===== src/hdl/scs1_pkg.sv =====
// Shared types, constants and the extended-code lookup for the set-1 event decoder.
package scs1_pkg;

  // Multi-byte codes with fixed event ids.
  localparam logic [47:0] CodePause      = 48'hE11D45E19DC5;
  localparam logic [31:0] CodePrtscMake  = 32'hE02AE037;
  localparam logic [31:0] CodePrtscBreak = 32'hE0B7E0AA;

  localparam logic [7:0] PrefixExt   = 8'hE0;
  localparam logic [7:0] ExtFakeMake = 8'h2A;
  localparam logic [7:0] ExtFakeBrk  = 8'hB7;

  localparam logic [7:0] IdPrtscMake  = 8'hFD;
  localparam logic [7:0] IdPrtscBreak = 8'hFE;
  localparam logic [7:0] IdPause      = 8'hFF;

  // Outcome of one decode step.
  typedef struct packed {
    logic       fire;
    logic       invalid;
    logic [7:0] key_id;
  } step_result_t;

  // Result of looking up the second byte of an E0 code.
  typedef struct packed {
    logic       hit;
    logic [7:0] id;
  } ext_hit_t;

  // Maps the byte after E0 to its event id. Bytes below 9C use the first
  // table (ids 59-80), bytes from 9C up use the second (ids D9-FC). ED has
  // no id because it lies past EC, the highest byte in the second table.
  function automatic ext_hit_t ext_lookup(input logic [7:0] code);
    ext_hit_t r;
    r.hit = 1'b1;
    r.id  = 8'h00;
    case (code)
      8'h10: r.id = 8'h59;
      8'h19: r.id = 8'h5A;
      8'h1C: r.id = 8'h5B;
      8'h1D: r.id = 8'h5C;
      8'h20: r.id = 8'h5D;
      8'h21: r.id = 8'h5E;
      8'h22: r.id = 8'h5F;
      8'h24: r.id = 8'h60;
      8'h2E: r.id = 8'h61;
      8'h30: r.id = 8'h62;
      8'h32: r.id = 8'h63;
      8'h35: r.id = 8'h64;
      8'h38: r.id = 8'h65;
      8'h47: r.id = 8'h66;
      8'h48: r.id = 8'h67;
      8'h49: r.id = 8'h68;
      8'h4B: r.id = 8'h69;
      8'h4D: r.id = 8'h6A;
      8'h4F: r.id = 8'h6B;
      8'h50: r.id = 8'h6C;
      8'h51: r.id = 8'h6D;
      8'h52: r.id = 8'h6E;
      8'h53: r.id = 8'h6F;
      8'h5B: r.id = 8'h70;
      8'h5C: r.id = 8'h71;
      8'h5D: r.id = 8'h72;
      8'h5E: r.id = 8'h73;
      8'h5F: r.id = 8'h74;
      8'h63: r.id = 8'h75;
      8'h65: r.id = 8'h76;
      8'h66: r.id = 8'h77;
      8'h67: r.id = 8'h78;
      8'h68: r.id = 8'h79;
      8'h69: r.id = 8'h7A;
      8'h6A: r.id = 8'h7B;
      8'h6B: r.id = 8'h7C;
      8'h6C: r.id = 8'h7D;
      8'h6D: r.id = 8'h7E;
      8'h90: r.id = 8'h7F;
      8'h99: r.id = 8'h80;
      8'h9C: r.id = 8'hD9;
      8'h9D: r.id = 8'hDA;
      8'hA0: r.id = 8'hDB;
      8'hA1: r.id = 8'hDC;
      8'hA2: r.id = 8'hDD;
      8'hA4: r.id = 8'hDE;
      8'hAE: r.id = 8'hDF;
      8'hB0: r.id = 8'hE0;
      8'hB2: r.id = 8'hE1;
      8'hB5: r.id = 8'hE2;
      8'hB8: r.id = 8'hE3;
      8'hC7: r.id = 8'hE4;
      8'hC8: r.id = 8'hE5;
      8'hC9: r.id = 8'hE6;
      8'hCB: r.id = 8'hE7;
      8'hCD: r.id = 8'hE8;
      8'hCF: r.id = 8'hE9;
      8'hD0: r.id = 8'hEA;
      8'hD1: r.id = 8'hEB;
      8'hD2: r.id = 8'hEC;
      8'hD3: r.id = 8'hED;
      8'hDB: r.id = 8'hEE;
      8'hDC: r.id = 8'hEF;
      8'hDD: r.id = 8'hF0;
      8'hDE: r.id = 8'hF1;
      8'hDF: r.id = 8'hF2;
      8'hE3: r.id = 8'hF3;
      8'hE5: r.id = 8'hF4;
      8'hE6: r.id = 8'hF5;
      8'hE7: r.id = 8'hF6;
      8'hE8: r.id = 8'hF7;
      8'hE9: r.id = 8'hF8;
      8'hEA: r.id = 8'hF9;
      8'hEB: r.id = 8'hFA;
      8'hEC: r.id = 8'hFB;
      8'hE0: r.id = 8'hFC;
      default: r.hit = 1'b0;
    endcase
    return r;
  endfunction

endpackage


===== src/hdl/scs1_in_if.sv =====
// Channel carrying received scan-code bytes.
interface scs1_in_if;
  logic       valid;
  logic       ready;
  logic [7:0] scan_byte;

  modport source (output valid, output scan_byte, input ready);
  modport sink (input valid, input scan_byte, output ready);
endinterface


===== src/hdl/scs1_out_if.sv =====
// Channel carrying decoded key event words.
interface scs1_out_if;
  logic       valid;
  logic       ready;
  logic [7:0] key_id;
  logic       invalid;

  modport source (output valid, output key_id, output invalid, input ready);
  modport sink (input valid, input key_id, input invalid, output ready);
endinterface


===== src/hdl/scs1_step.sv =====
// Combinational decode step: shifts one byte into the accumulator and classifies the code.
module scs1_step (
  input  logic [47:0]          acc,
  input  logic [7:0]           scan_byte,
  output logic [47:0]          acc_next,
  output scs1_pkg::step_result_t result
);
  import scs1_pkg::*;

  logic [47:0] shifted;
  logic [7:0]  low;
  logic        complete;
  logic        mapped;
  logic [7:0]  id;
  ext_hit_t    ext;

  assign shifted = {acc[39:0], scan_byte};
  assign low     = shifted[7:0];
  assign ext     = ext_lookup(low);

  // Classify the shifted code by its significant length.
  always_comb begin
    complete = 1'b0;
    mapped   = 1'b0;
    id       = 8'h00;
    if (shifted[47:8] == 40'd0) begin
      complete = low inside {[8'h01:8'h53], [8'h57:8'h58], [8'h81:8'hD3], [8'hD7:8'hD8]};
      mapped   = 1'b1;
      id       = low;
    end else if (shifted[47:16] == 32'd0) begin
      complete = (shifted[15:8] == PrefixExt) && (low != ExtFakeMake) && (low != ExtFakeBrk);
      mapped   = ext.hit;
      id       = ext.id;
    end else if (shifted[47:32] == 16'd0) begin
      complete = (shifted[31:0] == CodePrtscMake) || (shifted[31:0] == CodePrtscBreak);
      mapped   = 1'b1;
      id       = (shifted[31:0] == CodePrtscMake) ? IdPrtscMake : IdPrtscBreak;
    end else begin
      complete = (shifted == CodePause);
      mapped   = 1'b1;
      id       = IdPause;
    end
  end

  // An overlong sequence drops the byte and reports invalid; a complete code
  // reports its id, or invalid when it has none, and clears the accumulator.
  always_comb begin
    result.fire    = 1'b0;
    result.invalid = 1'b0;
    result.key_id  = 8'h00;
    acc_next       = shifted;
    if (acc[47:40] != 8'd0) begin
      result.fire    = 1'b1;
      result.invalid = 1'b1;
      acc_next       = 48'd0;
    end else if (complete) begin
      result.fire    = 1'b1;
      result.invalid = !mapped;
      result.key_id  = mapped ? id : 8'h00;
      acc_next       = 48'd0;
    end
  end

endmodule


===== src/hdl/scancode_set1_event_decoder_unit.sv =====
// Top level of the scan code set 1 event decoder.
//
// The scan_bytes channel takes one received keyboard byte per word. Bytes are
// collected in a 48-bit accumulator until they form a complete set-1 code;
// then one word leaves on the key_events channel with its event id, or with
// invalid set and a zero id when the code has no id or the sequence grew past
// six bytes. Bytes that leave the code incomplete produce no word.
//
// Each byte is registered on acceptance and decoded combinationally from the
// input register straight into the output register, unless a held result
// word stalls it. A new byte can be accepted every cycle while key_events does
// not stall; the rate is set by the single decode pass between the input and
// output registers.
//
// When key_events stalls, the output register holds its word and the input
// register still takes one more byte; scan_bytes.ready then drops until the
// held word is taken. Synchronous reset clears the accumulator and empties
// both registers.
module scancode_set1_event_decoder_unit (
  input logic       clk,
  input logic       rst,
  scs1_in_if.sink   scan_bytes,
  scs1_out_if.source key_events
);
  import scs1_pkg::*;

  logic         s1_valid;
  logic [7:0]   s1_byte;
  logic [47:0]  acc;
  logic [47:0]  acc_next;
  logic         out_valid;
  logic [7:0]   out_id;
  logic         out_invalid;
  logic         adv;
  step_result_t step;

  // A held byte moves on when the output register is free this cycle.
  assign adv              = s1_valid && (!out_valid || key_events.ready);
  assign scan_bytes.ready = !s1_valid || adv;

  assign key_events.valid   = out_valid;
  assign key_events.key_id  = out_id;
  assign key_events.invalid = out_invalid;

  scs1_step u_step (
    .acc      (acc),
    .scan_byte(s1_byte),
    .acc_next (acc_next),
    .result   (step)
  );

  // Input register.
  always_ff @(posedge clk) begin
    if (rst) begin
      s1_valid <= 1'b0;
    end else if (scan_bytes.valid && scan_bytes.ready) begin
      s1_valid <= 1'b1;
    end else if (adv) begin
      s1_valid <= 1'b0;
    end
    if (scan_bytes.valid && scan_bytes.ready) begin
      s1_byte <= scan_bytes.scan_byte;
    end
  end

  // Accumulator and result register.
  always_ff @(posedge clk) begin
    if (rst) begin
      acc       <= 48'd0;
      out_valid <= 1'b0;
    end else begin
      if (adv) begin
        acc <= acc_next;
      end
      if (adv && step.fire) begin
        out_valid <= 1'b1;
      end else if (key_events.ready) begin
        out_valid <= 1'b0;
      end
    end
    if (adv && step.fire) begin
      out_id      <= step.key_id;
      out_invalid <= step.invalid;
    end
  end

  // An invalid word always carries a zero id.
  a_invalid_zero_id: assert property (@(posedge clk) disable iff (rst)
    (out_valid && out_invalid) |-> (out_id == 8'h00))
    else $error("invalid word with nonzero event id");

  // An overlong sequence clears the accumulator and raises a word.
  a_overlong_clears: assert property (@(posedge clk) disable iff (rst)
    (adv && (acc[47:40] != 8'd0)) |=> ((acc == 48'd0) && out_valid && out_invalid))
    else $error("overlong sequence not cleared");

  // A stalled result word blocks the decode pass.
  a_stall_blocks: assert property (@(posedge clk) disable iff (rst)
    (out_valid && !key_events.ready) |-> !adv)
    else $error("decode advanced over a stalled word");

endmodule

===== src/flat_wrapper.sv =====
// flat-port wrapper written by rule: the top's interface ports become plain ports
module scancode_set1_event_decoder_unit_flat import scs1_pkg::*;
  (clk, rst, scan_bytes_valid, scan_bytes_scan_byte, scan_bytes_ready, key_events_valid, key_events_key_id, key_events_invalid, key_events_ready);
  scs1_in_if scan_bytes_i ();
  scs1_out_if key_events_i ();
  input logic clk;
  input logic rst;
  input wire logic [$bits(scan_bytes_i.valid)-1:0] scan_bytes_valid;
  input wire logic [$bits(scan_bytes_i.scan_byte)-1:0] scan_bytes_scan_byte;
  output wire logic [$bits(scan_bytes_i.ready)-1:0] scan_bytes_ready;
  output wire logic [$bits(key_events_i.valid)-1:0] key_events_valid;
  output wire logic [$bits(key_events_i.key_id)-1:0] key_events_key_id;
  output wire logic [$bits(key_events_i.invalid)-1:0] key_events_invalid;
  input wire logic [$bits(key_events_i.ready)-1:0] key_events_ready;
  assign scan_bytes_i.valid = scan_bytes_valid;
  assign scan_bytes_i.scan_byte = scan_bytes_scan_byte;
  assign scan_bytes_ready = scan_bytes_i.ready;
  assign key_events_valid = key_events_i.valid;
  assign key_events_key_id = key_events_i.key_id;
  assign key_events_invalid = key_events_i.invalid;
  assign key_events_i.ready = key_events_ready;
  scancode_set1_event_decoder_unit u_core (.clk(clk), .rst(rst), .scan_bytes(scan_bytes_i), .key_events(key_events_i));
endmodule

===== config.mk =====
export PLATFORM = sky130hd
export DESIGN_NAME = scancode_set1_event_decoder_unit_flat
export DESIGN_NICKNAME = d
export VERILOG_FILES = /design/src/hdl/scs1_pkg.sv /design/src/hdl/scs1_in_if.sv /design/src/hdl/scs1_out_if.sv /design/src/hdl/scs1_step.sv /design/src/hdl/scancode_set1_event_decoder_unit.sv /design/src/flat_wrapper.sv
export SDC_FILE = /design/constraint.sdc
export NUM_CORES = 1
export LEC_CHECK = 0
export BUFFER_PORTS_ARGS = -buffer_cell sky130_fd_sc_hd__buf_2
export CAP_MARGIN = 10
export CORE_ASPECT_RATIO = 0.75
export CORE_MARGIN = 2
export CORE_UTILIZATION = 35
export CTS_CLUSTER_DIAMETER = 30
export CTS_CLUSTER_SIZE = 30
export DETAILED_ROUTE_END_ITERATION = 8
export HOLD_SLACK_MARGIN = 0.06
export PLACE_DENSITY = 0.55
export SETUP_SLACK_MARGIN = 0.2
export SLEW_MARGIN = 0
export SYNTH_ARGS = -nofsm -noshare
export SYNTH_HDL_FRONTEND = slang
export SYNTH_HIERARCHICAL = 1
export SYNTH_SLANG_ARGS = --single-unit
export TNS_END_PERCENT = 30

===== constraint.sdc =====
create_clock -name clk -period 3.65 [get_ports clk]
set_clock_uncertainty 0.1 [all_clocks]
set_input_delay 0.73 -clock clk [delete_from_list [all_inputs] [get_ports clk]]
set_output_delay 0.73 -clock clk [all_outputs]
set_load 0.01 [all_outputs]

Word level (Yosys, flattened, before mapping)
Cells that the tools add are included.
- word-level logic and storage cells: 142
- flip-flop bits (word level): 67
- output and inout port bits: 11
- input bits: 12
- muxes and demuxes: 20
- magnitude comparators: 8
- bitwise operators: 2
- equality and inequality tests: 82
- reductions and logical operators: 24
- operators with widths (kind ; number):
    8-bit case mux with 76 select lines ; 1
    8-bit equality test (second input constant) ; 39
    8-bit by 7-bit equality test with 1-bit output (second input constant) ; 25
    48-bit 2-to-1 mux ; 2
    76-bit OR reduction ; 1
    8-bit by 6-bit equality test with 1-bit output (second input constant) ; 9
    32-bit equality test (second input constant) ; 2
    48-bit equality test (second input constant) ; 1
    40-bit logical NOT ; 1
    8-bit by 5-bit equality test with 1-bit output (second input constant) ; 4
    32-bit logical NOT ; 1
    8-bit 2-to-1 mux ; 3
    8-bit >= comparator (second input constant) ; 2
    8-bit by 7-bit <= comparator with 1-bit output (second input constant) ; 2
    8-bit <= comparator (second input constant) ; 2
    16-bit logical NOT ; 1
    1-bit 2-to-1 mux ; 10
    10-bit 2-to-1 mux ; 1
    1-bit logical AND ; 9
    8-bit by 1-bit >= comparator with 1-bit output (second input constant) ; 1
    8-bit by 7-bit >= comparator with 1-bit output (second input constant) ; 1
    8-bit by 6-bit inequality test with 1-bit output (second input constant) ; 1
    8-bit inequality test (second input constant) ; 1
    8-bit nonzero test ; 1
    other kinds (7) ; 15

Longest topological paths before layout
Gate-level depths: netlist (run 1).
- depth in word-level cells: 10
- gate-level depth with buffers: 13
- gate-level depth less buffers: 9

By module
The synthesis (run 1) kept the hierarchy.
- by module, submodules not included (module ; cells an instance ; area an instance (um2) ; sequential area each (um2) ; instances):
    scancode_set1_event_decoder_unit ; 237 ; 2762.6 ; 1511.4 ; 1
    scs1_step ; 380 ; 2393.5 ; 0.0 ; 1

Least setup slack after synthesis (run 1)
OpenSTA, ideal clock, no wires.
- path kind: register -> register
- start: register u_core.acc[8]
- end: register u_core.out_invalid, in the netlist u_core/key_events.invalid, enable pin
- path slack: 692 ps
- stages on the path, launching flop included: 11
- data required time: 3176 ps
- arrival time: 2484 ps
- cell sequence: dfxtp_1 > or4b_1 > or4_4 > o41ai_2 > and3_1 > a211oi_2 > nor2b_4 > buf_2 > inv_1 > nand2_1 > nor2_1
- RTL lines (item ; RTL line ; source):
    start: declaration ; scancode_set1_event_decoder_unit.sv:29 ; logic [47:0] acc;
    start signal: assignment ; scancode_set1_event_decoder_unit.sv:73 ; acc <= acc_next;
    end signal: assignment ; scancode_set1_event_decoder_unit.sv:83 ; out_invalid <= step.invalid;
    end: declaration ; scancode_set1_event_decoder_unit.sv:33 ; logic out_invalid;

==> impl_metrics.ini, run 1 <==
[status]
status = completed

[routing]
post-route-drc-count = 0
drt-pass1-iter-count = 5
drt-wirelength-per-cell_um = 18.87
routed_wl_um = 15550
vias = 4723
routed_via_density = 5.732
ant_nets = 0
dr.first_iter.drc_count = 671

[floorplan]
floorplan.initialDensity_pct = 35.67
io_pins = 23
die-area_um2 = 15730
core-area_um2 = 14450
row_count = 38
die_w_um = 144.2
die_h_um = 109.1

[cts]
numClockSinks = 67
clk_latency_ns = 0.34
cts-root-buf = clkbuf_16
cts_buffers = 9
cts_max_level = 3
cts_tree = yes
cts_hold_buf = 0
path_clk_slew_ns = 0.06
cts_buffer_depth = 2

[power_and_ir_drop]
switching_share_pct = 30.72
combPwrFrac_pct = 23.2
p_leak_nw = 1.965
vdd_drop_max_mv = 0.1956
cell_internal_pwr_mw = 1.462
p_per_area_nw_per_um2 = 369.2
clkPwrFrac_pct = 38.1
power_mw = 2.110
power.switching_mw = 0.6482
pwr-share-seq_pct = 38.7

[grt]
grt.total_usage_pct = 20.13
grt_pass1_wl_um = 24500
grt_max_degree = 99
grt_pass1_vias = 4421
overflow = 0
antenna_found_initial = 0

[place]
io_buffer_count = 22
hpwl_um = 11010
post-place-ws_ns = 0.4002
placed_area_um2 = 5441
gp_congestion = 0.9724

[timing]
timing.final.ws_setup_ns = 0.3606
finalSetupTns_ns = 0
rsz0062_at_grt = false
final_max_slew_viol_count = 0
holdWs_ns = 0.3808
slew-limit-headroom_pct = 25.68
setup_violations = 0
period_share_pct = 90.12
hold_violations = 0
fmax_ghz = 0.3040
worstMarginPinSlew_ns = 1.115
fin_crit_ns = 3.289

[layout]
final_nets = 631
diodes = 0
fin_area_um2 = 5715
layout-drive-gt1-share_pct = 14.26
syn_to_final_growth_pct = 10.85

[setup_path]
critPathRequiredTime_ns = 3.52
timing.rr.start = u_core/s1_byte[6]$_DFFE_PP_
start_kind = register
cp_max_fo = 13
worstRegToRegCells = 8
path_class = register to register
r2r_end = u_core/key_events.key_id[5]$_DFFE_PP_
endpoint_kind = register
crit_arrival_ns = 3.15
r2r_slack_ns = 0.36

[synthesis]
synth-main-ff-cell = dfxtp_1
synth-edff-count = 17
synth.avg_cell_area_um2 = 8.357
synth_area_um2 = 5156
synth.distinct_cells = 77
synth_warnings = 6
synth-seq-cells = 67
synthCells = 617
yosysSeqAreaShare_pct = 29.31
async_flop_share_pct = 0
syn-num-nets = 629

[job]
drv_cap = 0

[min_path]
hold_end = u_core/acc[40]$_SDFFE_PP0P_
min_path_cells = 2
hold_path_class = register to register
min_from = u_core/acc[40]$_SDFFE_PP0P_
-- cells in the final DEF (no fill, tap or decap), types with 4 or more instances in the layout --
cell / count
and3_1: 5
nand4b_1: 6
o211ai_1: 6
nand2_1: 24
a31oi_1: 4
o22ai_1: 10
edfxtp_1: 17
buf_4: 22
o21ai_0: 18
mux2i_1: 48
or2_2: 4
and2_4: 10
nor4_1: 17
nand2b_1: 104
nor4bb_1: 5
nand3_1: 20
a311oi_1: 7
nor3_1: 16
and2_1: 41
a21oi_1: 26
clkbuf_16: 9
or4_1: 4
buf_2: 22
inv_1: 8
nand4_1: 7
nor2_1: 27
dfxtp_1: 50
-- critical path, cell delays in order (launching register included) --
cell and delay, ns:
edfxtp_1 0.59, or4bb_1 0.68, o41ai_2 0.41, and3_1 0.23, a211oi_2 0.05, nor2b_4 0.16
inv_1 0.07, nand2_1 0.05, nor2_1 0.56
-- per-stage QoR --
| step | instances | util (%) |
|---|---|---|
| floorplan | 617 | - |
| global placement | 808 | 37.65 |
| detailed placement | 808 | 37.65 |
| CTS | 824 | 39.53 |
| global route | 824 | 39.54 |
| finish | 824 | 39.54 |
-- what timing repair did --
action	in CTS	in global routing
buffers inserted	0	0
endpoints found under the setup margin	0	6
gates resized for setup	0	1
-- cell usage after synthesis (5+ instances only) --
| library cell | instances | share of area [%] |
|---|---|---|
| edfxtp_1 | 17 | 9.9 |
| nand3_1 | 20 | 1.9 |
| nor3_1 | 16 | 1.6 |
| nand2b_1 | 104 | 13 |
| nand4_1 | 7 | 0.85 |
| buf_2 | 16 | 1.6 |
| inv_1 | 8 | 0.58 |
| nor4_1 | 17 | 2.1 |
| and3_1 | 5 | 0.61 |
| a21oi_1 | 26 | 2.5 |
| and2_4 | 10 | 1.7 |
| nor4bb_1 | 5 | 0.97 |
| dfxtp_1 | 50 | 19 |
| nand4b_1 | 6 | 1.0 |
| nand2_1 | 24 | 1.7 |
| o211ai_1 | 6 | 0.87 |
| a311oi_1 | 7 | 1.2 |
| and2_1 | 41 | 5.0 |
| nor2_1 | 27 | 2.0 |
| clkbuf_1 | 24 | 1.7 |
| o21ai_0 | 18 | 1.7 |
| o22ai_1 | 10 | 1.2 |
| mux2i_1 | 48 | 9.3 |
-- worst max-delay path by stage --
stage,start,end
CTS,u_core/s1_byte[6]$_DFFE_PP_,u_core/key_events.key_id[4]$_DFFE_PP_
floorplan,u_core/acc[8]$_SDFFE_PP0P_,u_core/key_events.invalid$_DFFE_PP_
global placement,u_core/s1_byte[2]$_DFFE_PP_,u_core/key_events.key_id[0]$_DFFE_PP_
finish,u_core/s1_byte[6]$_DFFE_PP_,u_core/key_events.key_id[5]$_DFFE_PP_
global route,u_core/acc[32]$_SDFFE_PP0P_,u_core/key_events.key_id[5]$_DFFE_PP_
detailed placement,u_core/s1_byte[6]$_DFFE_PP_,u_core/key_events.key_id[4]$_DFFE_PP_
-- final cells by class --
| cell class | count | area, µm² |
|---|---|---|
| clock inverter | 4 | 26.28 |
| inverter | 9 | 33.78 |
| sequential | 67 | 1511 |
| tap | 200 | 250.2 |
| clock buffer | 12 | 246.5 |
| timing repair buffer | 47 | 335.3 |
| multi-input combinational | 485 | 3312 |
| fill | 1507 | 8738 |
-- sequential cells by signal, indices dropped and copies added, names as in the netlist --
| name | count |
|---|---|
| u_core/acc | 48 |
| u_core/key_events.key_id | 8 |
| u_core/s1_byte | 8 |
| u_core/key_events.invalid | 1 |
| u_core/key_events.valid | 1 |
| u_core/s1_valid | 1 |
-- routing by layer --
| metal | wire length [µm] | up-vias | share of wire (%) | GRT usage [%] |
|---|---|---|---|---|
| met5 | 0 | - | 0 | 0 |
| met4 | 189 | 0 | 1.2 | 4.854 |
| met3 | 1198 | 21 | 7.7 | 4.963 |
| met2 | 6313 | 208 | 41 | 28.81 |
| met1 | 7850 | 2239 | 50 | 30.14 |
| li1 | - | 2255 | - | - |
-- cell families (layout without fill, tap and decap cells) --
kind of cell | after synthesis | in the layout | synth area share, %
buffers and inverters | 65 | 72 | 6.624
xor gates and xnor gates | 3 | 3 | 0.5097
and+or+nand+nor | 321 | 321 | 39.02
AOI/OAI and AO/OA | 113 | 113 | 15.22
DFF | 67 | 67 | 29.31
muxes | 48 | 48 | 9.318
-- power by group through the flow --
stage | Clock (mW) | Sequential (mW) | Combinational, mW
final | 0.805 | 0.816 | 0.490
after global routing | 0.846 | 0.818 | 0.531
after CTS | 0.825 | 0.815 | 0.483
after detailed placement | 0 | 0.831 | 0.481
after global placement | 0 | 0.829 | 0.483
after floorplan | 0 | 0.822 | 0.354
(Power assumes the default switching activity.)
==> run 2, diff against run 1 <==
--- a/config.mk
+++ b/config.mk
@@ -11,10 +11,11 @@
 export CORE_MARGIN = 2
 export CORE_UTILIZATION = 35
 export CTS_CLUSTER_DIAMETER = 30
-export CTS_CLUSTER_SIZE = 30
+export CTS_CLUSTER_SIZE = 16
 export DETAILED_ROUTE_END_ITERATION = 8
+export GPL_TIMING_DRIVEN = 0
 export HOLD_SLACK_MARGIN = 0.06
-export PLACE_DENSITY = 0.55
+export PLACE_DENSITY_LB_ADDON = 0.1
 export SETUP_SLACK_MARGIN = 0.2
 export SLEW_MARGIN = 0
 export SYNTH_ARGS = -nofsm -noshare
==> impl_metrics.ini, run 2 (synthesized netlist as in run 1, its figures left out) <==
[status]
status = completed

[routing]
drt-pass1-iter-count = 6
routed_via_density = 5.857
vias = 5002
dr.first_iter.drc_count = 711
drt-wirelength-per-cell_um = 21.39
routed_wl_um = 18270
ant_nets = 0
post-route-drc-count = 0

[setup_path]
endpoint_kind = register
slowest_stage = a2111oi_0
cpMostUsedCell = buf_2
slowest_delay_ns = 0.66
path_class = register to register
start_kind = register
path_cells = clkbuf_2 -> buf_2 -> buf_2 -> buf_1 -> o22ai_1 -> a21oi_1 -> o21ai_0 -> a2111oi_0 -> o211a_1 -> nor3_1
crit_arrival_ns = 3.36
path_buf_inv = 4
timing.rr.start = u_core/s1_byte[6]$_DFFE_PP_
critPathRequiredTime_ns = 3.61
cp_max_fo = 10
startpoint = u_core/s1_byte[6]$_DFFE_PP_
crit_family = compound AO/OA/AOI/OAI gates

[cts]
path_clk_slew_ns = 0.06
cts_max_level = 3
cts_tree = yes
clk_latency_ns = 0.33
cts_setup_buffers = 0
cts_buffer_depth = 2
numClockSinks = 67
cts_hold_buf = 0
cts-root-buf = clkbuf_16
cts_buffers = 9

[timing]
rsz0062_at_grt = true
worstMarginPinSlew_ns = 1.004
period_share_pct = 93.08
finalSetupTns_ns = 0
holdWs_ns = 0.3756
slew-limit-headroom_pct = 32.57
fin_crit_ns = 3.398
hold_violations = 0
setup_violations = 0
fmax_ghz = 0.2943
final_max_slew_viol_count = 0

[power_and_ir_drop]
p_leak_nw = 2.043
power.switching_mw = 0.6946
clkPwrFrac_pct = 42.8
vdd_drop_max_mv = 0.2318
combPwrFrac_pct = 22.8
p_per_area_nw_per_um2 = 396.2
cell_internal_pwr_mw = 1.647
switching_share_pct = 29.67
pwr-share-seq_pct = 34.4

[floorplan]
floorplan.initialDensity_pct = 35.67
core-area_um2 = 14450
die_w_um = 144.2
io_pins = 23
die-area_um2 = 15730
die_h_um = 109.1
row_count = 38

[layout]
largest_reg_flops = 48
largest-register = u_core/acc
layout.cells.non_filler = 854
fillers = 1506
diodes = 0
syn_to_final_growth_pct = 14.61
layout_common_cells = 104 x nand2b_1, 50 x dfxtp_1, 48 x mux2i_1
final_nets = 661
layout_commonest_cell = nand2b_1
layout-drive-gt1-share_pct = 15.60

[grt]
grt_pass1_wl_um = 28440
grt.busiest_layer = met1
grt.total_usage_pct = 24.16
antenna_found_initial = 0
overflow = 0
met2_usage_pct = 33.20
grt_max_degree = 13
grt_pass1_vias = 4843
use_met3_pct = 7.422
grt_use_met1_pct = 37.23

[place]
io_buffer_count = 21
hpwl_um = 13650
place_inst = 838
gp_congestion = 0.9801

[job]
drv_cap = 0

[min_path]
hold_path_class = register to register
min_from = u_core/acc[42]$_SDFFE_PP0P_
run 2: cell types whose count changed in the layout (fill, tap and decap cells not counted), sizes merged:
cell	before	now
clkbuf	12	40
clkinvlp	2	0
buf	47	48
inv	9	8
clkinv	2	4
bufinv	0	2
run 2: worst reg2reg max path, stage by stage, from the launching register on:
cell	delay (ns)
edfxtp_1	0.32
clkbuf_2	0.19
buf_2	0.22
buf_2	0.27
buf_1	0.56
o22ai_1	0.15
a21oi_1	0.17
o21ai_0	0.14
a2111oi_0	0.66
o211a_1	0.28
nor3_1	0.07
run 2: final cells by class:
cell class                      instances  area (µm²)  share of cell area, %
Buffer                                 56       310.3                  5.251
Clock buffer                           11       264.0                  4.467
Clock inverter                          5       82.58                  1.397
Inverter                                9       33.78                 0.5717
Multi-Input combinational cell        485        3352                  56.72
Sequential cell                        67        1511                  25.58
Tap cell                              200       250.2                  4.235
Timing Repair Buffer                   21       105.1                  1.779
run 2: stage by stage:
stage | setup slack (ns) | power [mW] | utilization, % | instance area, µm²
2_1_floorplan | 0.6915 | 1.176 | - | 5156
3_3_place_gp | 0.06957 | 1.335 | 38.13 | 5512
3_5_place_dp | 0.08239 | 1.333 | 38.13 | 5512
4_1_cts | 0.1539 | 2.348 | 40.55 | 5861
5_1_grt | 0.09495 | 2.445 | 40.88 | 5909
6_report | 0.2524 | 2.342 | 40.88 | 5909
run 2: metal layers:
metal | part of all wire, % | up-vias
met4 | 0.99 | 0
li1 | - | 2319
met5 | 0 | -
met1 | 50 | 2389
met3 | 11 | 28
met2 | 39 | 266
run 2: path summary, 6_finish.rpt:
check / to / slack [ns] / depth (start not counted)
worst max-delay path: u_core/key_events.key_id[0]$_DFFE_PP_ / 0.25 / 10
worst min-delay path: u_core/acc[42]$_SDFFE_PP0P_ / 0.38 / 2
worst min register to register: u_core/acc[42]$_SDFFE_PP0P_ / 0.38 / 2
worst max register to register: u_core/key_events.key_id[0]$_DFFE_PP_ / 0.25 / 10
run 2: timing repair:
item,CTS,global route
endpoints found under the setup margin,17,36
gates cloned,0,0
resized for setup,1,12
run 2: power groups by stage:
stage	Combinational, mW	Clock [mW]	Sequential (mW)
finish	0.533	1.00	0.806
global route	0.575	1.06	0.809
floorplan	0.354	0	0.822
global placement	0.513	0	0.822
CTS	0.514	1.03	0.806
detailed placement	0.511	0	0.822
==> run 3, diff against run 2 <==
--- a/config.mk
+++ b/config.mk
@@ -20,6 +20,5 @@
 export SLEW_MARGIN = 0
 export SYNTH_ARGS = -nofsm -noshare
 export SYNTH_HDL_FRONTEND = slang
-export SYNTH_HIERARCHICAL = 1
 export SYNTH_SLANG_ARGS = --single-unit
 export TNS_END_PERCENT = 30
==> impl_metrics.ini, run 3 <==
[setup_path]
slowest_delay_ns = 0.99
r2r_end = u_core.key_events.key_id[5]$_SDFFCE_PP0P_
cpMostUsedCell = clkbuf_2
endpoint_kind = register
cp_max_fo = 10
path_cells = clkbuf_2 -> clkbuf_2 -> nor4bb_1 -> a31oi_1 -> a21oi_1 -> or4_1 -> o21ai_4 -> nor3_1
critPathRequiredTime_ns = 3.71
cp-endpoint = u_core.key_events.key_id[5]$_SDFFCE_PP0P_
r2r_slack_ns = 0.33
worstRegToRegCells = 8
slowest_stage = nor4bb_1
timing.rr.start = u_core.s1_byte[4]$_DFFE_PP_
path_class = register to register
startpoint = u_core.s1_byte[4]$_DFFE_PP_
start_kind = register
crit_arrival_ns = 3.38

[cts]
cts_max_level = 3
cts-root-buf = clkbuf_16
cts_buffer_depth = 2
cts_buffers = 9
path_clk_slew_ns = 0.06
cts_hold_buf = 0
numClockSinks = 67
clk_latency_ns = 0.33
cts_tree = yes

[power_and_ir_drop]
clkPwrFrac_pct = 39.0
p_per_area_nw_per_um2 = 418.0
pwr-share-seq_pct = 39.4
power.switching_mw = 0.6497
combPwrFrac_pct = 21.5
p_leak_nw = 1.706
switching_share_pct = 31.63
cell_internal_pwr_mw = 1.404
vdd_drop_max_mv = 0.2226

[floorplan]
row_count = 34
floorplan.initialDensity_pct = 36.06
die_h_um = 98.90
die_w_um = 130.5
io_pins = 23
die-area_um2 = 12910
core-area_um2 = 11660

[grt]
antenna_found_initial = 0
grt_max_degree = 14
grt_pass1_vias = 3987
grt_pass1_wl_um = 24470
overflow = 0
grt.total_usage_pct = 25.02

[synthesis]
synth-main-ff-cell = dfxtp_1
synth.distinct_cells = 68
async_flop_share_pct = 0
yosysSeqAreaShare_pct = 35.96
synth_area_um2 = 4203
yosysTopAreaCellShare_pct = 23.82
synthCells = 483
synth.avg_cell_area_um2 = 8.701
synth-edff-count = 17
synth_warnings = 0
ys_top_cells_by_area = dfxtp_1 24%, edfxtp_1 12%, a22o_1 10%, nor2_1 3.0%, a21oi_1 3.0%
synth_area_leader_cell = dfxtp_1
syn-num-nets = 495
synth_common_cells = 50 x a22o_1, 50 x dfxtp_1, 34 x nor2_1
synth-seq-cells = 67

[routing]
ant_nets = 0
routed_wl_um = 15880
drt-wirelength-per-cell_um = 23.12
post-route-drc-count = 0
wl_met2_um = 5986
wl_met1_um = 7631
routed-wl-met3_um = 1794
routed_via_density = 6.472
drt-pass1-iter-count = 5
routed.top_layer = met4
dr.first_iter.drc_count = 684
vias = 4446

[place]
post-place-ws_ns = -0.05379
hpwl_um = 11720
gp_congestion = 0.9942
io_buffer_count = 22
placed_area_um2 = 4516
place_inst = 667

[layout]
fin_area_um2 = 4913
largest_reg_flops = 48
diodes = 0
layout_common_cells = 50 x a22o_1, 50 x dfxtp_1, 33 x buf_2
layout-drive-gt1-share_pct = 18.86
largest-register = u_core.acc
final_nets = 532
syn_to_final_growth_pct = 16.91
layout.cells.non_filler = 687

[timing]
final_max_slew_viol_count = 0
period_share_pct = 90.97
fin_crit_ns = 3.320
setup_violations = 0
rsz0062_at_grt = false
slew-limit-headroom_pct = 17.88
fmax_ghz = 0.3012
hold_violations = 0
timing.final.ws_setup_ns = 0.3297
worstMarginPinSlew_ns = 1.215

[job]
drv_cap = 0

[status]
status = completed

[min_path]
min_from = u_core.acc[43]$_SDFFE_PP0P_
hold_path_class = register to register
## run 3: worst min path at each step
stage	to	slack, ns	cells past startpoint
2_1_floorplan	u_core.acc[41]$_SDFFE_PP0P_	0.35	1
3_3_place_gp	u_core.acc[42]$_SDFFE_PP0P_	0.36	1
3_5_place_dp	u_core.acc[44]$_SDFFE_PP0P_	0.37	1
4_1_cts	u_core.acc[43]$_SDFFE_PP0P_	0.39	1
5_1_grt	u_core.acc[42]$_SDFFE_PP0P_	0.40	1
6_report	u_core.acc[43]$_SDFFE_PP0P_	0.38	1
## run 3: power groups by stage
stage	sequential, mW	combinational, mW	clock, mW
after floorplan	0.824	0.268	0
after global placement	0.825	0.412	0
after detailed placement	0.825	0.401	0
after CTS	0.809	0.405	0.814
after global routing	0.813	0.472	0.855
final	0.810	0.442	0.802
## run 3: logic make-up (layout without fill, tap and decap cells)
group,Yosys count,in the layout,share of synthesized area [%]
buf+inv,48,90,5.090
simple gates,204,204,29.47
mux,2,2,0.5061
compound gates,158,158,28.13
xor+xnor,4,4,0.8337
flops,67,67,35.96
## run 3: cell type report
cell class	instances	area, µm²
repair buffers	26	140.1
clock buffers	9	225.2
clock inverters	7	50.05
multi-input cells	368	2547
inverters	4	15.01
flip-flops and latches	67	1511
well taps	162	202.7
plain buffers	44	221.5
fillers	1213	6743
## run 3: through the flow
step / util (%) / TNS, ns / total power, mW / hold slack, ns
2_1_floorplan: - / 0 / 1.092 / 0.3498
3_3_place_gp: 38.74 / -2.836 / 1.237 / 0.3641
3_5_place_dp: 38.74 / -0.06622 / 1.226 / 0.3692
4_1_cts: 41.25 / 0 / 2.029 / 0.3850
5_1_grt: 42.15 / 0 / 2.139 / 0.4019
6_report: 42.15 / 0 / 2.054 / 0.3831
## run 3: layer usage
| layer | vias up | global-route usage (%) |
|---|---|---|
| met4 | 0 | 7.856 |
| met3 | 56 | 5.375 |
| li1 | 2009 | - |
| met1 | 2115 | 40.72 |
| met5 | - | 0 |
| met2 | 266 | 31.69 |
## run 3: critical path: cells and delay by family (launching register included)
kind            cells  cell delay [ns]
compound gates      3             0.68
buf+inv             2             0.56
flops               1             0.38
simple gates        3             1.42
## run 3: what timing repair did
action	CTS	global route
pin swaps	0	3
setup endpoints to repair	65	66
gates resized for setup	7	34
setup buffers	0	4
